### src/design/presence_sensor_averager_defines.svh
// assertion macros for the presence sensor averager
`ifndef PRESENCE_SENSOR_AVERAGER_DEFINES_SVH
`define PRESENCE_SENSOR_AVERAGER_DEFINES_SVH

// same-cycle implication, checked outside reset
`define PSA_ASSERT_NOW(label, ante, cons, msg) \
  label: assert property (@(posedge clk) disable iff (rst) (ante) |-> (cons)) \
    else $error(msg);

// next-cycle implication, checked outside reset
`define PSA_ASSERT_NEXT(label, ante, cons, msg) \
  label: assert property (@(posedge clk) disable iff (rst) (ante) |=> (cons)) \
    else $error(msg);

`endif

### src/design/psa_pkg.sv
// shared types and constants of the presence sensor averager
package psa_pkg;

  // configuration register indexes
  typedef enum logic [0:0] {
    CFG_LONG_PRESS = 1'b0,
    CFG_THRESHOLD  = 1'b1
  } cfg_index_t;

  localparam int CFG_DATA_W    = 16;
  localparam int LONG_PRESS_W  = 16;
  localparam int THRESHOLD_W   = 9;
  localparam int TIME_W        = 32;

  localparam logic [LONG_PRESS_W-1:0] LONG_PRESS_RESET = 16'd2500;
  localparam logic [THRESHOLD_W-1:0]  THRESHOLD_RESET  = 9'd100;

  // scale factors applied before the division by full scale
  localparam int SHORT_SPAN    = 63;
  localparam int LONG_SPAN     = 127;
  localparam int SHORT_SCALE_W = 6;
  localparam int LONG_SCALE_W  = 7;

  // output sum widths and their saturation limits
  localparam int SUM_SHORT_W = 8;
  localparam int SUM_LONG_W  = 9;
  localparam int SUM_SHORT_MAX = 255;
  localparam int SUM_LONG_MAX  = 511;

endpackage

### src/design/presence_sensor_averager.sv
// presence sensor averager top level
// One sensor tick per transaction. Every cycle a new tick can be taken, and
// each tick gives exactly one result transaction. The accept edge scales the
// three readings (x*63/full or x*127/full, done as a constant multiply and a
// single compare-and-increment correction), stores them into per-sensor rings
// of WINDOW flip-flop entries and evaluates the button edge; the result
// register then takes the saturated ring sums, their maximum and the presence
// flags. Both stages stall together when the result is not taken, so while a
// result waits in the output register with out_ready low, in_ready is low too
// and the next tick is held off; with out_ready high the block takes a tick in
// every cycle. Configuration writes are always taken (index 0: long-press
// limit in ms, index 1: presence threshold) and are meant for idle periods
// only. There is no clearing pass after reset.
module presence_sensor_averager #(
  parameter int WINDOW      = 4,
  parameter int SAMPLE_BITS = 10
) (
  input  logic                                clk,
  input  logic                                rst,
  // configuration write channel
  input  logic                                cfg_valid,
  output logic                                cfg_ready,
  input  psa_pkg::cfg_index_t                 cfg_index,
  input  logic [psa_pkg::CFG_DATA_W-1:0]      cfg_data,
  // tick input channel
  input  logic                                in_valid,
  output logic                                in_ready,
  input  logic                                button_level,
  input  logic [SAMPLE_BITS-1:0]              sample_a,
  input  logic [SAMPLE_BITS-1:0]              sample_b,
  input  logic [SAMPLE_BITS-1:0]              sample_long,
  input  logic [psa_pkg::TIME_W-1:0]          now_ms,
  // result channel
  output logic                                out_valid,
  input  logic                                out_ready,
  output logic                                short_press,
  output logic                                long_press,
  output logic [psa_pkg::SUM_SHORT_W-1:0]     sum_a,
  output logic [psa_pkg::SUM_SHORT_W-1:0]     sum_b,
  output logic [psa_pkg::SUM_LONG_W-1:0]      sum_long,
  output logic [psa_pkg::SUM_LONG_W-1:0]      max_sum,
  output logic                                present,
  output logic                                was_present
);
  import psa_pkg::*;
  `include "presence_sensor_averager_defines.svh"

  localparam int SLOT_W   = $clog2(WINDOW);
  localparam int PROD_W   = SAMPLE_BITS + LONG_SCALE_W;
  localparam int RAW_NEED = $clog2(WINDOW * LONG_SPAN + 1);
  // raw sums are never narrower than the saturated long sum
  localparam int RAW_W    = (RAW_NEED > SUM_LONG_W) ? RAW_NEED : SUM_LONG_W;
  localparam logic [SAMPLE_BITS-1:0] FULL_SCALE = {SAMPLE_BITS{1'b1}};

  // x*span/full with full = 2^n-1: the shifted estimate is low by at most one
  function automatic logic [LONG_SCALE_W-1:0] scale_div(
    input logic [SAMPLE_BITS-1:0] x,
    input logic [LONG_SCALE_W-1:0] span
  );
    logic [PROD_W-1:0]        prod;
    logic [LONG_SCALE_W-1:0]  quot;
    logic [SAMPLE_BITS:0]     rem;
    prod = PROD_W'(x) * PROD_W'(span);
    quot = prod[PROD_W-1:SAMPLE_BITS];
    rem  = {1'b0, prod[SAMPLE_BITS-1:0]} + (SAMPLE_BITS+1)'(quot);
    if (rem >= {1'b0, FULL_SCALE}) begin
      quot = quot + 1'b1;
    end
    return quot;
  endfunction

  // configuration registers
  logic [LONG_PRESS_W-1:0] long_press_ms;
  logic [THRESHOLD_W-1:0]  presence_threshold;

  // first stage: rings, button tracking, press flags
  logic [SHORT_SCALE_W-1:0] ring_a    [WINDOW];
  logic [SHORT_SCALE_W-1:0] ring_b    [WINDOW];
  logic [LONG_SCALE_W-1:0]  ring_long [WINDOW];
  logic [SLOT_W-1:0]        write_slot;
  logic [SLOT_W-1:0]        write_slot_next;
  logic                     last_button;
  logic [TIME_W-1:0]        press_start;
  logic                     s1_valid;
  logic                     s1_short;
  logic                     s1_long;

  // second stage state
  logic                     last_presence;

  // combinational values
  logic                     advance;
  logic                     in_fire;
  logic [TIME_W-1:0]        held_ms;
  logic                     is_short;
  logic [SHORT_SCALE_W-1:0] scaled_a;
  logic [SHORT_SCALE_W-1:0] scaled_b;
  logic [LONG_SCALE_W-1:0]  scaled_long;
  logic [RAW_W-1:0]         raw_a;
  logic [RAW_W-1:0]         raw_b;
  logic [RAW_W-1:0]         raw_long;
  logic [SUM_SHORT_W-1:0]   sat_a;
  logic [SUM_SHORT_W-1:0]   sat_b;
  logic [SUM_LONG_W-1:0]    sat_long;
  logic [SUM_LONG_W-1:0]    max_ab;
  logic [SUM_LONG_W-1:0]    max_all;
  logic                     pres_next;

  // both stages move together, so the second stage always sees the rings
  // exactly as its own tick left them
  assign advance   = !out_valid || out_ready;
  assign in_ready  = advance;
  assign in_fire   = in_valid && in_ready;
  assign cfg_ready = 1'b1;

  // configuration writes
  always_ff @(posedge clk) begin
    if (rst) begin
      long_press_ms      <= LONG_PRESS_RESET;
      presence_threshold <= THRESHOLD_RESET;
    end else if (cfg_valid && cfg_ready) begin
      unique case (cfg_index)
        CFG_LONG_PRESS: long_press_ms      <= cfg_data[LONG_PRESS_W-1:0];
        CFG_THRESHOLD:  presence_threshold <= cfg_data[THRESHOLD_W-1:0];
      endcase
    end
  end

  // press length wraps with the millisecond counter
  assign held_ms  = now_ms - press_start;
  assign is_short = held_ms < TIME_W'(long_press_ms);

  // the slot advances before the write, so the first tick lands in slot 1
  assign write_slot_next = (write_slot == SLOT_W'(WINDOW - 1)) ? '0
                                                               : write_slot + 1'b1;

  // readings are scaled on entry so the rings hold only small values
  assign scaled_a    = SHORT_SCALE_W'(scale_div(sample_a, LONG_SCALE_W'(SHORT_SPAN)));
  assign scaled_b    = SHORT_SCALE_W'(scale_div(sample_b, LONG_SCALE_W'(SHORT_SPAN)));
  assign scaled_long = scale_div(sample_long, LONG_SCALE_W'(LONG_SPAN));

  always_ff @(posedge clk) begin
    if (rst) begin
      for (int i = 0; i < WINDOW; i++) begin
        ring_a[i]    <= '0;
        ring_b[i]    <= '0;
        ring_long[i] <= '0;
      end
      write_slot  <= '0;
      last_button <= 1'b0;
      press_start <= '0;
      s1_valid    <= 1'b0;
      s1_short    <= 1'b0;
      s1_long     <= 1'b0;
    end else if (advance) begin
      s1_valid <= in_fire;
      if (in_fire) begin
        // rising edge starts a press, falling edge classifies it
        if (!last_button && button_level) begin
          press_start <= now_ms;
        end
        s1_short    <= last_button && !button_level && is_short;
        s1_long     <= last_button && !button_level && !is_short;
        last_button <= button_level;
        write_slot  <= write_slot_next;
        ring_a[write_slot_next]    <= scaled_a;
        ring_b[write_slot_next]    <= scaled_b;
        ring_long[write_slot_next] <= scaled_long;
      end
    end
  end

  // ring sums over all entries
  always_comb begin
    raw_a    = '0;
    raw_b    = '0;
    raw_long = '0;
    for (int i = 0; i < WINDOW; i++) begin
      raw_a    = raw_a + RAW_W'(ring_a[i]);
      raw_b    = raw_b + RAW_W'(ring_b[i]);
      raw_long = raw_long + RAW_W'(ring_long[i]);
    end
  end

  // saturate to the field widths, then pick the largest
  assign sat_a    = (raw_a > RAW_W'(SUM_SHORT_MAX)) ? SUM_SHORT_W'(SUM_SHORT_MAX)
                                                    : raw_a[SUM_SHORT_W-1:0];
  assign sat_b    = (raw_b > RAW_W'(SUM_SHORT_MAX)) ? SUM_SHORT_W'(SUM_SHORT_MAX)
                                                    : raw_b[SUM_SHORT_W-1:0];
  assign sat_long = (raw_long > RAW_W'(SUM_LONG_MAX)) ? SUM_LONG_W'(SUM_LONG_MAX)
                                                      : raw_long[SUM_LONG_W-1:0];
  assign max_ab    = (sat_a > sat_b) ? SUM_LONG_W'(sat_a) : SUM_LONG_W'(sat_b);
  assign max_all   = (sat_long > max_ab) ? sat_long : max_ab;
  assign pres_next = max_all > presence_threshold;

  // result register
  always_ff @(posedge clk) begin
    if (rst) begin
      out_valid     <= 1'b0;
      last_presence <= 1'b0;
    end else if (advance) begin
      out_valid <= s1_valid;
      if (s1_valid) begin
        last_presence <= pres_next;
      end
    end
  end

  always_ff @(posedge clk) begin
    if (advance && s1_valid) begin
      short_press <= s1_short;
      long_press  <= s1_long;
      sum_a       <= sat_a;
      sum_b       <= sat_b;
      sum_long    <= sat_long;
      max_sum     <= max_all;
      present     <= pres_next;
      was_present <= last_presence;
    end
  end

  `PSA_ASSERT_NOW(a_press_exclusive, out_valid, !(short_press && long_press), "short and long press both reported")
  `PSA_ASSERT_NOW(a_max_covers, out_valid, (max_sum >= sum_long) && (max_sum >= 9'(sum_a)) && (max_sum >= 9'(sum_b)), "max_sum below a sensor sum")
  `PSA_ASSERT_NEXT(a_accept_lands, in_valid && in_ready, s1_valid, "accepted tick missing from first stage")
  `PSA_ASSERT_NEXT(a_stage_handoff, s1_valid && advance, out_valid, "first stage tick lost before result")

endmodule
### config.mk
export PLATFORM = sky130hd
export DESIGN_NAME = presence_sensor_averager
export DESIGN_NICKNAME = d
export VERILOG_FILES = /design/src/design/psa_pkg.sv /design/src/design/presence_sensor_averager.sv
export VERILOG_INCLUDE_DIRS = /design/src /design/src/design
export SDC_FILE = /design/constraint.sdc
export NUM_CORES = 1
export LEC_CHECK = 0
export BUFFER_PORTS_ARGS = -buffer_cell sky130_fd_sc_hd__buf_4
export CELL_PAD_IN_SITES_DETAIL_PLACEMENT = 1
export CELL_PAD_IN_SITES_GLOBAL_PLACEMENT = 1
export CORE_UTILIZATION = 30
export DETAILED_ROUTE_END_ITERATION = 10
export PLACE_DENSITY = 0.56
export SYNTH_ARGS = -nofsm -noshare
export SYNTH_HDL_FRONTEND = slang
export SYNTH_SLANG_ARGS = --single-unit
### constraint.sdc
create_clock -name clk -period 10.3 [get_ports clk]
set_clock_uncertainty 0.2 [all_clocks]
set_input_delay 1.03 -clock clk [delete_from_list [all_inputs] [get_ports clk]]
set_output_delay 1.03 -clock clk [all_outputs]
set_load 0.01 [all_outputs]
==> flow_metrics.tcl <==
set metrics [dict create \
    status "complete, no violations" \
    clock_latency_ns 0.46 \
    ys_seq_area_share_pct 29.0 \
    hpwlAfterDp_um 33700 \
    setup_violations 0 \
    syn_area_um2 16300 \
    via_per_inst 4.78 \
    cts-root-buf "clkbuf_16" \
    hold_path.class "flop to flop" \
    cts_buffer_depth 2 \
    synth_async_sr_flop_share_pct 0 \
    portBuffers 124 \
    drv_cap 0 \
    slew_violations 0 \
    die-area_um2 55300 \
    synth.avg_cell_area_um2 9.33 \
    powerDensity_nw_per_um2 369 \
    cts_tree "done" \
    drc 0 \
    yosysWarnings 0 \
    start_kind "flop" \
    rows 85 \
    grt_pass1_wl_um 69300 \
    grt_pass1_vias 13225 \
    overflow 0 \
    syn_inst 1748 \
    multiInputGateArea_um2 10400 \
    ys_types 79 \
    worst_ep_required_time_ns 10.41 \
    relSlewSlack_pct 34.2 \
    cp_slowest_cell "a21oi_1" \
    numClockSinks 179 \
    die_w_um 235 \
    synth_seq_cells 179 \
    end_kind "flop" \
    drtAntennaViolNets 0 \
    seqPwrFrac_pct 15.5 \
    nNetsFinal 2249 \
    ff_latch_area_um2 4720 \
    io_pins 126 \
    criticalPathCategory "flop to flop" \
    synth_nets 2152 \
    drive_gt1_share_pct 10.9 \
    intPower_mw 3.49 \
    max_stage_delay_ns 0.66 \
    cp.arrival_ns 8.27 \
    drt-wirelength-per-cell_um 16.3 \
    p_sw_share_pct 48.9 \
    coreArea_um2 53800 \
    final.period_utilization_pct 79.2 \
    crit_fanout 13 \
    ir_drop_v 0.000275 \
    grtUsageTotal_pct 15.5 \
    htree_levels 4 \
    crit_path_frequent_cell "o21ai_0" \
    holdWs_ns 0.241 \
    tns_ns 0 \
    postCtsHoldBufs 0 \
    fillers 6174 \
    drt_iter0_markers 482 \
    power.switching_mw 3.35 \
    clock_power_share_pct 9.6 \
    antenna_found_initial 0 \
    first_pass_iters 4 \
    post_cts_resized 0 \
    die_height_um 235 \
    cts_buffers 17 \
    diodes 0 \
    rsz0062_at_grt "no" \
    grt_max_degree 72 \
    clkTransAtPathRegs_ns 0.07 \
    fmax_mhz 123 \
    post_cts_buffers 0 \
    synth_edf_count 114 \
    combPwrFrac_pct 74.9 \
    fin_crit_ns 8.16 \
    leakagePower_nw 8.07 \
    wirelength_um 41500 \
    start_util_pct 30.3 \
    via_count 12217 \
    synth-main-ff-cell "edfxtp_1" \
    final_hold_viol_count 0 \
    finalCoreUtilization_pct 34.4 \
    area_delta_synth_final_pct 13.7 \
    gp_congestion 0.838 \
    tightest_slew_ns 0.984 \
]
[cell usage after synthesis (5+ instances only)]
cell	n	area share (%)
mux2i_1	18	1.1
buf_4	5	0.23
ha_1	196	15
nand3_1	21	0.64
fa_1	123	15
dfxtp_1	65	8.0
mux2_2	6	0.41
a211oi_1	8	0.37
nand2b_1	19	0.73
clkbuf_1	42	0.97
a211o_1	10	0.54
o21bai_1	13	0.60
o21a_1	12	0.55
nand3b_1	9	0.41
o31ai_1	13	0.60
nor2b_1	17	0.65
inv_1	259	6.0
nor3_1	29	0.89
o2111ai_1	5	0.27
nand4_1	16	0.61
a21oi_1	149	4.6
and2_1	10	0.38
or2_2	6	0.23
a21o_1	29	1.3
nor2_1	130	3.0
o21ai_0	61	1.9
nor4_1	8	0.31
xnor2_1	56	3.0
o211ai_1	11	0.51
nand2_1	176	4.1
xor2_1	28	1.5
edfxtp_1	114	21
and3_1	8	0.31
[sequential cells by signal, indices dropped and copies added, names as in the netlist, 2 cells and up]
| signal | count |
|---|---|
| sum_a | 8 |
| ring_long | 28 |
| presence_threshold | 9 |
| long_press_ms | 16 |
| sum_b | 8 |
| sum_long | 9 |
| write_slot | 2 |
| max_sum | 9 |
| ring_a | 24 |
| ring_b | 24 |
| press_start | 32 |
[layout by cell type (no fill, tap or decap), drive strengths merged, types with 11 or more instances in the layout]
cell    Yosys  final
fa        123    123
nand4      16     16
inv       259    265
nor2b      17     17
mux2i      18     18
o21a       12     12
edfxtp    114    114
ha        196    196
buf        10    131
xnor2      57     57
nand3      21     21
xor2       28     28
o211ai     11     11
nand2     176    176
nor3       31     31
o31ai      14     14
dfxtp      65     65
clkbuf     43     19
a21o       31     31
nor4       11     11
nor2      130    130
o21bai     13     13
o21ai      65     65
a21oi     150    150
nand2b     19     19
a211oi     11     11
[cells by family (layout without fill, tap and decap cells)]
| logic type | Yosys count | after routing | synth area share, % |
|---|---|---|---|
| fa+ha+maj | 320 | 320 | 30.2 |
| xor+xnor | 85 | 85 | 4.61 |
| buf+inv | 312 | 422 | 7.33 |
| simple gates | 468 | 468 | 13.2 |
| compound gates | 359 | 359 | 14.1 |
| other cells | 1 | 1 | 0.0230 |
| flops | 179 | 179 | 29.0 |
| mux | 24 | 24 | 1.52 |
[cell type report]
type,instances,share of cell area (%)
inverters,259,5.24
flip-flops and latches,179,25.5
repair buffers,131,5.31
well taps,696,4.70
multi-input cells,1257,56.1
clock buffers,19,2.44
clock inverters,13,0.742
[final timing paths]
kind                                       to  depth (start not counted)  slack (ns)          from
worst min register to register     long_press                          0        0.24       s1_long
worst max-delay path            last_presence                         39        2.14  ring_a[1][1]
worst max register to register  last_presence                         39        2.14  ring_a[1][1]
worst min-delay path               long_press                          0        0.24       s1_long
[worst max-delay path, delay by kind of cell (launching register included)]
family          cells  cell delay, ns
buf+inv             3            0.22
flops               1            0.34
mux                 2            0.58
compound gates     18            3.32
simple gates        9            0.87
fa+ha+maj           7            2.48
[per-stage QoR]
stage | instance area, um^2 | setup WS (ns) | power, mW | std cells
floorplan | 16300 | 3.06 | 4.92 | 1748
global placement | 17900 | 2.56 | 6.06 | 2522
detailed placement | 17900 | 2.18 | 6.24 | 2522
CTS | 18500 | 2.13 | 6.94 | 2554
global route | 18500 | 1.40 | 7.63 | 2554
finish | 18500 | 2.14 | 6.84 | 2554
[power groups by stage]
stage | Sequential (mW) | Clock, mW | Combinational, mW
after floorplan | 1.10 | 0 | 3.82
after CTS | 1.06 | 0.680 | 5.20
after global placement | 1.08 | 0 | 4.98
after detailed placement | 1.08 | 0 | 5.15
final | 1.06 | 0.658 | 5.12
after global routing | 1.08 | 0.705 | 5.84
[per-layer routing]
layer	wire, um	track usage, %
met1	21000	21.5
met2	19300	25.9
met3	853	1.57
met4	439	3.73
met5	0	0
Power figures use the tool's default switching activity.
